$ cat config.mk
export PLATFORM = sky130hd
export DESIGN_NAME = twelve_hour_clock_with_set_keys_flat
export DESIGN_NICKNAME = d
export VERILOG_FILES = /design/src/hw/rtl/thc_pkg.sv /design/src/hw/rtl/thc_intf.sv /design/src/hw/rtl/thc_step.sv /design/src/hw/rtl/twelve_hour_clock_with_set_keys.sv /design/src/flat_wrapper.sv
export SDC_FILE = /design/constraint.sdc
export NUM_CORES = 1
export LEC_CHECK = 0
export BUFFER_PORTS_ARGS = -buffer_cell sky130_fd_sc_hd__buf_2
export CAP_MARGIN = 5
export CELL_PAD_IN_SITES_DETAIL_PLACEMENT = 0
export CELL_PAD_IN_SITES_GLOBAL_PLACEMENT = 1
export CORE_MARGIN = 2
export CORE_UTILIZATION = 41
export CTS_CLUSTER_DIAMETER = 80
export DETAILED_ROUTE_END_ITERATION = 10
export PLACE_DENSITY = 0.84
export SYNTH_ARGS = -nofsm -noshare
export SYNTH_HDL_FRONTEND = slang
export SYNTH_SLANG_ARGS = --single-unit
$ cat constraint.sdc
create_clock -name clk -period 3.7 [get_ports clk]
set_input_delay 0.74 -clock clk [delete_from_list [all_inputs] [get_ports clk]]
set_output_delay 0.74 -clock clk [all_outputs]
set_load 0.02 [all_outputs]
$ cat src/hw/rtl/thc_pkg.sv
`timescale 1ns / 1ps

package thc_pkg;

    // time-of-day limits
    localparam logic [3:0] HOUR_TOP   = 4'd12;
    localparam logic [3:0] HOUR_FIRST = 4'd1;
    localparam logic [5:0] MINSEC_TOP = 6'd59;
    localparam logic [5:0] DEC_BASE   = 6'd10;

    // touch limit reset values
    localparam int LEFT_LIMIT_RESET  = 106;
    localparam int RIGHT_LIMIT_RESET = 213;
    localparam int ROW_LIMIT_RESET   = 120;

    localparam int CFG_INDEX_W = 2;

    typedef enum logic [CFG_INDEX_W-1:0] {
        CFG_LEFT_LIMIT  = 2'd0,
        CFG_RIGHT_LIMIT = 2'd1,
        CFG_ROW_LIMIT   = 2'd2
    } cfg_index_t;

    typedef enum logic [2:0] {
        REGION_NONE     = 3'd0,
        REGION_HOUR_INC = 3'd1,
        REGION_MIN_INC  = 3'd2,
        REGION_SEC_INC  = 3'd3,
        REGION_HOUR_DEC = 3'd4,
        REGION_MIN_DEC  = 3'd5,
        REGION_SEC_DEC  = 3'd6
    } region_t;

    typedef struct packed {
        logic [3:0] hour;
        logic [5:0] minute;
        logic [5:0] second;
    } time_t;

    typedef struct packed {
        logic       hour_tens;
        logic [3:0] hour_ones;
        logic [2:0] minute_tens;
        logic [3:0] minute_ones;
        logic [2:0] second_tens;
        logic [3:0] second_ones;
        logic       hours_changed;
        logic       minutes_changed;
        logic       seconds_changed;
        logic       redraw_all;
        region_t    touch_region;
    } result_t;

endpackage

$ cat src/hw/rtl/thc_intf.sv
`timescale 1ns / 1ps

interface thc_item_if #(
    parameter int COORD_WIDTH = 10
);
    logic                   valid;
    logic                   ready;
    logic                   func;
    logic [COORD_WIDTH-1:0] touch_x;
    logic [COORD_WIDTH-1:0] touch_y;

    modport source (output valid, output func, output touch_x, output touch_y, input ready);
    modport sink   (input valid, input func, input touch_x, input touch_y, output ready);
endinterface

interface thc_result_if;
    logic       valid;
    logic       ready;
    logic       hour_tens;
    logic [3:0] hour_ones;
    logic [2:0] minute_tens;
    logic [3:0] minute_ones;
    logic [2:0] second_tens;
    logic [3:0] second_ones;
    logic       hours_changed;
    logic       minutes_changed;
    logic       seconds_changed;
    logic       redraw_all;
    logic [2:0] touch_region;

    modport source (
        output valid, output hour_tens, output hour_ones, output minute_tens,
        output minute_ones, output second_tens, output second_ones,
        output hours_changed, output minutes_changed, output seconds_changed,
        output redraw_all, output touch_region, input ready
    );
    modport sink (
        input valid, input hour_tens, input hour_ones, input minute_tens,
        input minute_ones, input second_tens, input second_ones,
        input hours_changed, input minutes_changed, input seconds_changed,
        input redraw_all, input touch_region, output ready
    );
endinterface

interface thc_cfg_if #(
    parameter int COORD_WIDTH = 10,
    parameter int INDEX_W     = 2
);
    logic                   valid;
    logic                   ready;
    logic [INDEX_W-1:0]     index;
    logic [COORD_WIDTH-1:0] data;

    modport source (output valid, output index, output data, input ready);
    modport sink   (input valid, input index, input data, output ready);
endinterface

$ cat src/hw/rtl/thc_step.sv
`timescale 1ns / 1ps

module thc_step #(
    parameter int COORD_WIDTH = 10
) (
    input  thc_pkg::time_t          cur,
    input  logic                    func,
    input  logic [COORD_WIDTH-1:0]  touch_x,
    input  logic [COORD_WIDTH-1:0]  touch_y,
    input  logic [COORD_WIDTH-1:0]  left_limit,
    input  logic [COORD_WIDTH-1:0]  right_limit,
    input  logic [COORD_WIDTH-1:0]  row_limit,
    output thc_pkg::time_t          nxt,
    output thc_pkg::result_t        res
);
    import thc_pkg::*;

    function automatic logic [2:0] tens_of(input logic [5:0] v);
        logic [2:0] t;
        if      (v >= 6'd50) t = 3'd5;
        else if (v >= 6'd40) t = 3'd4;
        else if (v >= 6'd30) t = 3'd3;
        else if (v >= 6'd20) t = 3'd2;
        else if (v >= 6'd10) t = 3'd1;
        else                 t = 3'd0;
        return t;
    endfunction

    logic       sec_wrap, min_wrap;
    logic [5:0] sec_up, sec_down, min_up, min_down;
    logic [3:0] hour_up, hour_down;
    logic       x_lt_l, x_gt_l, x_lt_r, x_gt_r, y_lt_m, y_gt_m;
    region_t    region;
    logic       hc, mc, sc, redraw;
    logic [2:0] min_tens, sec_tens;
    logic       hour_ge10;

    assign sec_wrap  = cur.second >= MINSEC_TOP;
    assign min_wrap  = cur.minute >= MINSEC_TOP;
    assign sec_up    = sec_wrap ? 6'd0 : cur.second + 6'd1;
    assign min_up    = min_wrap ? 6'd0 : cur.minute + 6'd1;
    assign sec_down  = (cur.second == 6'd0) ? MINSEC_TOP : cur.second - 6'd1;
    assign min_down  = (cur.minute == 6'd0) ? MINSEC_TOP : cur.minute - 6'd1;
    assign hour_up   = (cur.hour >= HOUR_TOP) ? HOUR_FIRST : cur.hour + 4'd1;
    assign hour_down = (cur.hour <= HOUR_FIRST) ? HOUR_TOP : cur.hour - 4'd1;

    assign x_lt_l = touch_x < left_limit;
    assign x_gt_l = touch_x > left_limit;
    assign x_lt_r = touch_x < right_limit;
    assign x_gt_r = touch_x > right_limit;
    assign y_lt_m = touch_y < row_limit;
    assign y_gt_m = touch_y > row_limit;

    // first matching key wins
    always_comb
    begin
        priority if (x_lt_l && y_lt_m)           region = REGION_HOUR_INC;
        else if (y_lt_m && x_gt_l && x_lt_r)     region = REGION_MIN_INC;
        else if (y_lt_m && x_gt_r)               region = REGION_SEC_INC;
        else if (y_gt_m && x_lt_l)               region = REGION_HOUR_DEC;
        else if (y_gt_m && x_gt_l && x_lt_r)     region = REGION_MIN_DEC;
        else if (y_gt_m && x_gt_r)               region = REGION_SEC_DEC;
        else                                     region = REGION_NONE;
    end

    always_comb
    begin
        nxt    = cur;
        hc     = 1'b0;
        mc     = 1'b0;
        sc     = 1'b0;
        redraw = 1'b0;
        if (!func)
        begin
            // tick with carry
            nxt.second = sec_up;
            sc         = 1'b1;
            if (sec_wrap)
            begin
                nxt.minute = min_up;
                mc         = 1'b1;
                if (min_wrap)
                begin
                    nxt.hour = hour_up;
                    hc       = 1'b1;
                    redraw   = 1'b1;
                end
            end
        end
        else
        begin
            unique case (region)
                REGION_HOUR_INC: begin nxt.hour   = hour_up;   hc = 1'b1; end
                REGION_MIN_INC:  begin nxt.minute = min_up;    mc = 1'b1; end
                REGION_SEC_INC:  begin nxt.second = sec_up;    sc = 1'b1; end
                REGION_HOUR_DEC: begin nxt.hour   = hour_down; hc = 1'b1; end
                REGION_MIN_DEC:  begin nxt.minute = min_down;  mc = 1'b1; end
                REGION_SEC_DEC:  begin nxt.second = sec_down;  sc = 1'b1; end
                default:         begin end
            endcase
        end
    end

    assign min_tens  = tens_of(nxt.minute);
    assign sec_tens  = tens_of(nxt.second);
    assign hour_ge10 = nxt.hour >= 4'd10;

    always_comb
    begin
        res.hour_tens       = hour_ge10;
        res.hour_ones       = hour_ge10 ? nxt.hour - 4'd10 : nxt.hour;
        res.minute_tens     = min_tens;
        res.minute_ones     = 4'(nxt.minute - 6'(min_tens) * DEC_BASE);
        res.second_tens     = sec_tens;
        res.second_ones     = 4'(nxt.second - 6'(sec_tens) * DEC_BASE);
        res.hours_changed   = hc;
        res.minutes_changed = mc;
        res.seconds_changed = sc;
        res.redraw_all      = redraw;
        res.touch_region    = func ? region : REGION_NONE;
    end

endmodule

$ cat src/hw/rtl/twelve_hour_clock_with_set_keys.sv
`timescale 1ns / 1ps

// channel | dir  | beat contents
// --------+------+-----------------------------------------------------------
// item    | in   | func (tick / touch), touch_x, touch_y
// result  | out  | bcd hours/minutes/seconds, changed flags, redraw_all, region
// cfg     | in   | index (0 left, 1 right, 2 row limit), data
//
// one item per cycle while the result side is ready; its result beat shows the cycle
// after acceptance, set by the single result register after the time update logic
// rst_n (async, active low) gives 1:00:00 and the default touch limits
// a stalled result holds in its register; a new item is taken in the same
// cycle the held result leaves, cfg is always ready

module twelve_hour_clock_with_set_keys #(
    parameter int COORD_WIDTH = 10
) (
    input  logic         clk,
    input  logic         rst_n,
    thc_item_if.sink     item,
    thc_result_if.source result,
    thc_cfg_if.sink      cfg
);
    import thc_pkg::*;

    // time of day
    time_t   time_reg;
    time_t   time_next;

    // touch limits
    logic [COORD_WIDTH-1:0] left_limit_reg;
    logic [COORD_WIDTH-1:0] right_limit_reg;
    logic [COORD_WIDTH-1:0] row_limit_reg;

    // output register
    result_t result_reg;
    result_t result_next;
    logic    out_valid_reg;

    logic    accept;

    // input taken whenever the output register is free or draining
    assign item.ready = !out_valid_reg || result.ready;
    assign accept     = item.valid && item.ready;
    assign cfg.ready  = 1'b1;

    thc_step #(
        .COORD_WIDTH (COORD_WIDTH)
    ) u_step (
        .cur         (time_reg),
        .func        (item.func),
        .touch_x     (item.touch_x),
        .touch_y     (item.touch_y),
        .left_limit  (left_limit_reg),
        .right_limit (right_limit_reg),
        .row_limit   (row_limit_reg),
        .nxt         (time_next),
        .res         (result_next)
    );

    // time state advances on every accepted beat
    always_ff @(posedge clk or negedge rst_n)
    begin
        if (!rst_n)
        begin
            time_reg.hour   <= HOUR_FIRST;
            time_reg.minute <= 6'd0;
            time_reg.second <= 6'd0;
        end
        else if (accept)
        begin
            time_reg <= time_next;
        end
    end

    // limit registers, writes to unknown indexes are dropped
    always_ff @(posedge clk or negedge rst_n)
    begin
        if (!rst_n)
        begin
            left_limit_reg  <= COORD_WIDTH'(LEFT_LIMIT_RESET);
            right_limit_reg <= COORD_WIDTH'(RIGHT_LIMIT_RESET);
            row_limit_reg   <= COORD_WIDTH'(ROW_LIMIT_RESET);
        end
        else if (cfg.valid)
        begin
            unique case (cfg_index_t'(cfg.index))
                CFG_LEFT_LIMIT:  left_limit_reg  <= cfg.data;
                CFG_RIGHT_LIMIT: right_limit_reg <= cfg.data;
                CFG_ROW_LIMIT:   row_limit_reg   <= cfg.data;
                default:         begin end
            endcase
        end
    end

    // result valid flag
    always_ff @(posedge clk or negedge rst_n)
    begin
        if (!rst_n)
        begin
            out_valid_reg <= 1'b0;
        end
        else if (accept)
        begin
            out_valid_reg <= 1'b1;
        end
        else if (result.ready)
        begin
            out_valid_reg <= 1'b0;
        end
    end

    // result payload, no reset needed
    always_ff @(posedge clk)
    begin
        if (accept)
        begin
            result_reg <= result_next;
        end
    end

    assign result.valid           = out_valid_reg;
    assign result.hour_tens       = result_reg.hour_tens;
    assign result.hour_ones       = result_reg.hour_ones;
    assign result.minute_tens     = result_reg.minute_tens;
    assign result.minute_ones     = result_reg.minute_ones;
    assign result.second_tens     = result_reg.second_tens;
    assign result.second_ones     = result_reg.second_ones;
    assign result.hours_changed   = result_reg.hours_changed;
    assign result.minutes_changed = result_reg.minutes_changed;
    assign result.seconds_changed = result_reg.seconds_changed;
    assign result.redraw_all      = result_reg.redraw_all;
    assign result.touch_region    = result_reg.touch_region;

endmodule

$ cat src/flat_wrapper.sv
// flat-port wrapper written by rule: the top's interface ports become plain ports
module twelve_hour_clock_with_set_keys_flat import thc_pkg::*;
#(
    parameter int COORD_WIDTH = 10
)
  (clk, rst_n, item_valid, item_func, item_touch_x, item_touch_y, item_ready, result_valid, result_hour_tens, result_hour_ones, result_minute_tens, result_minute_ones, result_second_tens, result_second_ones, result_hours_changed, result_minutes_changed, result_seconds_changed, result_redraw_all, result_touch_region, result_ready, cfg_valid, cfg_index, cfg_data, cfg_ready);
  thc_item_if #(.COORD_WIDTH(COORD_WIDTH)) item_i ();
  thc_result_if result_i ();
  thc_cfg_if #(.COORD_WIDTH(COORD_WIDTH), .INDEX_W(CFG_INDEX_W)) cfg_i ();
  input  logic clk;
  input  logic rst_n;
  input wire logic [$bits(item_i.valid)-1:0] item_valid;
  input wire logic [$bits(item_i.func)-1:0] item_func;
  input wire logic [$bits(item_i.touch_x)-1:0] item_touch_x;
  input wire logic [$bits(item_i.touch_y)-1:0] item_touch_y;
  output wire logic [$bits(item_i.ready)-1:0] item_ready;
  output wire logic [$bits(result_i.valid)-1:0] result_valid;
  output wire logic [$bits(result_i.hour_tens)-1:0] result_hour_tens;
  output wire logic [$bits(result_i.hour_ones)-1:0] result_hour_ones;
  output wire logic [$bits(result_i.minute_tens)-1:0] result_minute_tens;
  output wire logic [$bits(result_i.minute_ones)-1:0] result_minute_ones;
  output wire logic [$bits(result_i.second_tens)-1:0] result_second_tens;
  output wire logic [$bits(result_i.second_ones)-1:0] result_second_ones;
  output wire logic [$bits(result_i.hours_changed)-1:0] result_hours_changed;
  output wire logic [$bits(result_i.minutes_changed)-1:0] result_minutes_changed;
  output wire logic [$bits(result_i.seconds_changed)-1:0] result_seconds_changed;
  output wire logic [$bits(result_i.redraw_all)-1:0] result_redraw_all;
  output wire logic [$bits(result_i.touch_region)-1:0] result_touch_region;
  input wire logic [$bits(result_i.ready)-1:0] result_ready;
  input wire logic [$bits(cfg_i.valid)-1:0] cfg_valid;
  input wire logic [$bits(cfg_i.index)-1:0] cfg_index;
  input wire logic [$bits(cfg_i.data)-1:0] cfg_data;
  output wire logic [$bits(cfg_i.ready)-1:0] cfg_ready;
  assign item_i.valid = item_valid;
  assign item_i.func = item_func;
  assign item_i.touch_x = item_touch_x;
  assign item_i.touch_y = item_touch_y;
  assign item_ready = item_i.ready;
  assign result_valid = result_i.valid;
  assign result_hour_tens = result_i.hour_tens;
  assign result_hour_ones = result_i.hour_ones;
  assign result_minute_tens = result_i.minute_tens;
  assign result_minute_ones = result_i.minute_ones;
  assign result_second_tens = result_i.second_tens;
  assign result_second_ones = result_i.second_ones;
  assign result_hours_changed = result_i.hours_changed;
  assign result_minutes_changed = result_i.minutes_changed;
  assign result_seconds_changed = result_i.seconds_changed;
  assign result_redraw_all = result_i.redraw_all;
  assign result_touch_region = result_i.touch_region;
  assign result_i.ready = result_ready;
  assign cfg_i.valid = cfg_valid;
  assign cfg_i.index = cfg_index;
  assign cfg_i.data = cfg_data;
  assign cfg_ready = cfg_i.ready;
  twelve_hour_clock_with_set_keys #(.COORD_WIDTH(COORD_WIDTH)) u_core (.clk(clk), .rst_n(rst_n), .item(item_i), .result(result_i), .cfg(cfg_i));
endmodule
[After elaboration in Yosys (flattened, before gate mapping)]
Index checks and enable logic that the tools add are counted.
Operators by class
  multiply operators: 2
  add/subtract/negate cells: 9
  reduce and logical (&&, ||, !) cells: 21
  order comparisons: 21
  equality and inequality tests: 8
  muxes and demuxes: 39
Operators with widths (number)
  >= comparator 6 bit (second input constant): 6
  > comparator 10 bit: 3
  < comparator 10 bit: 3
  2-to-1 mux 3 bit: 10
  >= comparator 6 x 5 -> 1 bit (second input constant): 4
  2-to-1 mux 6 bit: 4
  one-hot mux 6 bit (2 select lines): 2
  2-to-1 mux 16 bit: 1
  2-to-1 mux 4 bit: 4
  adder 6 x 1 -> 6 bit (second input constant): 2
  >= comparator 6 x 4 -> 1 bit (second input constant): 2
  logical NOT 6 bit: 2
  2-to-1 mux 1 bit: 12
  subtractor 6 x 1 -> 6 bit (second input constant): 2
  2-to-1 mux 10 bit: 1
  == test 3 bit (second input constant): 3
  logical AND 1 bit: 9
  >= comparator 4 bit (second input constant): 2
  2-to-1 mux 2 bit: 4
  one-hot mux 4 bit (2 select lines): 1
  subtractor 4 bit: 2
  == test 3 x 2 -> 1 bit (second input constant): 2
  multiplier 3 x 3 -> 3 bit (second input constant): 2
  AND reduction 2 bit: 3
  12 further kinds: 14
Word-level totals
  flip-flop bits (word level): 73
  output and inout port bits: 29
  input bits: 38

[Logic depth before layout (Yosys ltp)]
  depth after elaboration: 19
  gate-level depth with buffers: 16
  gate-level depth less buffers: 15

[Hierarchy]
From an unflattened synthesis, not the netlist that was laid out.
Second synthesis, totals
  cell total of the unflattened synthesis: 541
  area, all modules: 5358.9 um2
Modules (own cells, without submodules)
  thc_step: area each 2707.6 um2, times used 1, cells each 409
  twelve_hour_clock_with_set_keys: area each 2651.3 um2, times used 1, cells each 132

[Worst setup path after synthesis]
No wires, ideal clock.
  path type: input to register
  start: in item_touch_x[5]
  end: reg u_core.result_reg (netlist bit u_core.result.minute_ones[3]) (data pin)
  arrival time: 3.718 ns
  setup slack: -0.276 ns
  data required time: 3.441 ns
  cell stages on the path: 15
  library setup time: 0.259 ns
  cell sequence: ha_1 -> a21oi_1 -> o21ai_1 -> a2111o_1 -> and3_1 -> buf_2 -> a31oi_1 -> o32ai_1 -> o21ba_2 -> or2_0 -> a31oi_1 -> a31o_1 -> ha_1 -> fa_1 -> xor2_1
RTL lines
  start: declaration: RTL line flat_wrapper.sv:14  | input wire logic [$bits(item_i.touch_x)-1:0] item_touch_x;
  end signal: assignment: RTL line twelve_hour_clock_with_set_keys.sv:118  | result_reg <= result_next;
  end: declaration: RTL line twelve_hour_clock_with_set_keys.sv:36  | result_t result_reg;

==> flow_summary.ini <==
[outcome]
outcome = finished, violations left
violated_checks = negative setup slack

[critical_path]
cp-end-kind = register
reg2reg_depth = 16
worstSetupPathDepth = 16
worst-setup-path-type = register to register
cp_slowest_stage_delay_ns = 0.53
worst-endpoint-arrival_ns = 3.97
cp.buffers_inverters = 3
critical_path_peak_fanout = 5
critical_path_required_ns = 3.81
crit_slowest_cell = dfstp_2
critPathMostFrequentCell = inv_2
cp-start-kind = register
cp_top_family = compound AO/OA/AOI/OAI gates
critical_path.cell_chain = inv_2 > ha_4 > nand4_1 > a211oi_2 > a2111o_1 > buf_6 > o211a_4 > o21ai_2 > and3_1 > a311o_1 > nor2_2 > a221oi_2 > a31o_1 > ha_2 > fa_2 > inv_2

[global_routing]
maximum_number_of_pins_on_one_net_before_global_route_repair = 31
grt_overflow_total = 0
antenna_found_initial = 0
grt_first_pass_wirelength_um = 22400
groute.layer.met3.usage_pct = 4.81
grt_util_met1_pct = 26.8
gr-usage-met2_pct = 36.1
global_route.usage.total_pct = 21.4
grt_pass1_vias = 4808
globalRoute.busiestLayer = met2

[timing]
rsz0062_at_grt = yes
final_min_period_over_clock_period_pct = 104
finClkSkew_ns = 0.00742
setup_slack_ns = -0.163
finalMaxSlewViolations = 0
worst-slew-pin-transition_ns = 0.736
timing.fmax_ghz = 0.259
time_the_worst_path_needs_with_i_o_delays_and_setup_ns = 3.86
final_hold_viols = 0
finalSetupViolations = 4
final.setup.tns_ns = -0.471
slew_headroom_pct = 51.0

[route]
drt_drc_violations_left = 0
wl_per_cell_um = 15.5
viasPerCell = 5.37
via_count = 4763
drt_iter0_drc = 271
detail-route-antenna-nets = 0
totalWireLength_um = 13800
drt-pass1-iter-count = 4

[clocking]
cts_made_buffers = 9
cts_sinks = 73
clk_root_buffer_cell = clkbuf_16
path_clk_slew_ns = 0.06
clock_latency_ns = 0.34
cts_max_path_buffers = 2
tritoncts_clock_tree = built
holdBufCountCts = 0
htreeDepth = 3

[logic_synthesis]
synth.net_count = 639
synth_edf_count = 26
synth-async-reset-ratio_pct = 64.4
synth-warning-count = 0
post_synth_top_area_share_pct = 16.2
dominantRegCellSynth = dfrtp_1
synth_instances = 558
netlist-cell-type-count = 77
yosysTopAreaCell = dfrtp_1
synth-seq-area-share_pct = 38.6
post_synth_instance_area_sq_um = 5110
synth_seq_cells = 73
synthesis.area_per_instance_sq_um = 9.16
synth_top_cells_by_area = dfrtp_1 16%, edfxtp_1 15%, ha_1 10%

[die]
floorplan.die_area_sq_um = 13400
pin_count = 67
initial_core_util_pct = 42.2
rows = 40
die_h_um = 116
chipWidth_um = 116
core-area_sq_um = 12100

[power_and_ir_drop]
p_leak_nw = 3.07
power_density_nw_per_um2 = 696
ir_drop_uv = 277
power_w = 0.00485

[place]
dp_hpwl_um = 10500
portBuffers = 65
routabilityCongestion = 0.910

[finish]
area_growth_syn_to_layout_pct = 36.4
final_util_pct = 57.5
drive_above_1_share_pct = 41.3
final_net_count = 795
layout.cells.most_common_list = 102 x buf_4, 65 x buf_2, 53 x nand2_1
largest_reg_flops = 16
final_common_cell = buf_4
ant_diodes = 0

[job]
cap_viol_max_count = 0

[min_path]
hp-class = input pin to asynchronous set/reset pin
kinds of logic (layout without fill, tap and decap cells):
group | count (synthesis) | in the layout | synth area share (%)
adder cells (fa/ha/maj) | 43 | 43 | 10.8
AND/OR/NAND/NOR | 166 | 166 | 15.7
flip-flops | 73 | 73 | 38.6
other | 1 | 1 | 0.0734
multiplexers | 30 | 30 | 6.64
buffers and inverters | 79 | 240 | 6.00
XOR/XNOR | 5 | 5 | 0.857
AO/OA/AOI/OAI | 161 | 161 | 21.3
timing repair:
action	in CTS	in global routing
endpoints found under the setup margin	4	5
pin swaps	28	17
setup buffers	15	4
resized for setup	29	13
Yosys cell counts (all sizes together), types with 4 or more instances:
library cell,n
nand2b,11
ha,41
edfxtp,26
a211oi,6
o211ai,5
nor2,32
dfrtp,33
o21bai,4
nand3,15
dfstp,14
inv,53
buf,8
a21oi,30
and3,8
clkbuf,16
mux2,28
nand4,10
a31oi,9
o21ai,60
nand2,54
nor4,4
o31ai,8
o21a,4
nor3,20
a31o,4
per-stage QoR:
stage | std cells | cell area (sq um) | hold slack (ns) | setup slack, ns
4_1_cts | 883 | 6890 | 0.473 | -0.0853
2_1_floorplan | 558 | 5280 | 0.444 | -0.122
6_report | 887 | 6970 | 0.462 | -0.163
3_3_place_gp | 852 | 6360 | 0.491 | -0.442
5_1_grt | 887 | 6970 | 0.507 | -0.300
3_5_place_dp | 852 | 6360 | 0.494 | -0.574
power breakdown:
part	leakage (nW)	internal [W]	switching, W
clock network	0.132	0.000452	0.000343
logic	2.14	0.00128	0.00146
registers	0.803	0.00116	0.000155
total	3.07	0.00289	0.00196
metal layers:
layer	routed length, um	share of wire, %
met2	6650	48
met1	6200	45
met3	650	4.7
met5	0	0
met4	267	1.9
final cells by class:
type / instances / area, sq um
multi-input cells: 406 / 3190
repair buffers: 169 / 1110
well taps: 168 / 210
clock inverters: 7 / 45.0
flip-flops and latches: 73 / 1970
inverters: 55 / 206
clock buffers: 9 / 225
fillers: 1090 / 5140
final timing paths:
path,startpoint,end,slack [ns]
max reg2reg,u_core.left_limit_reg[6]$_DFFE_PN1P_,u_core.result.second_ones[2]$_DFFE_PP_,-0.16
max in group asynchronous,rst_n,u_core.right_limit_reg[7]$_DFFE_PN1P_,2.45
min reg2reg,u_core.right_limit_reg[5]$_DFFE_PN0P_,u_core.right_limit_reg[5]$_DFFE_PN0P_,0.51
max,u_core.left_limit_reg[6]$_DFFE_PN1P_,u_core.result.second_ones[2]$_DFFE_PP_,-0.16
min in group clk,u_core.right_limit_reg[5]$_DFFE_PN0P_,u_core.right_limit_reg[5]$_DFFE_PN0P_,0.51
min,rst_n,u_core.time_reg[7]$_DFFE_PN0P_,0.46
No activity file was read; power rests on OpenSTA's default activity.
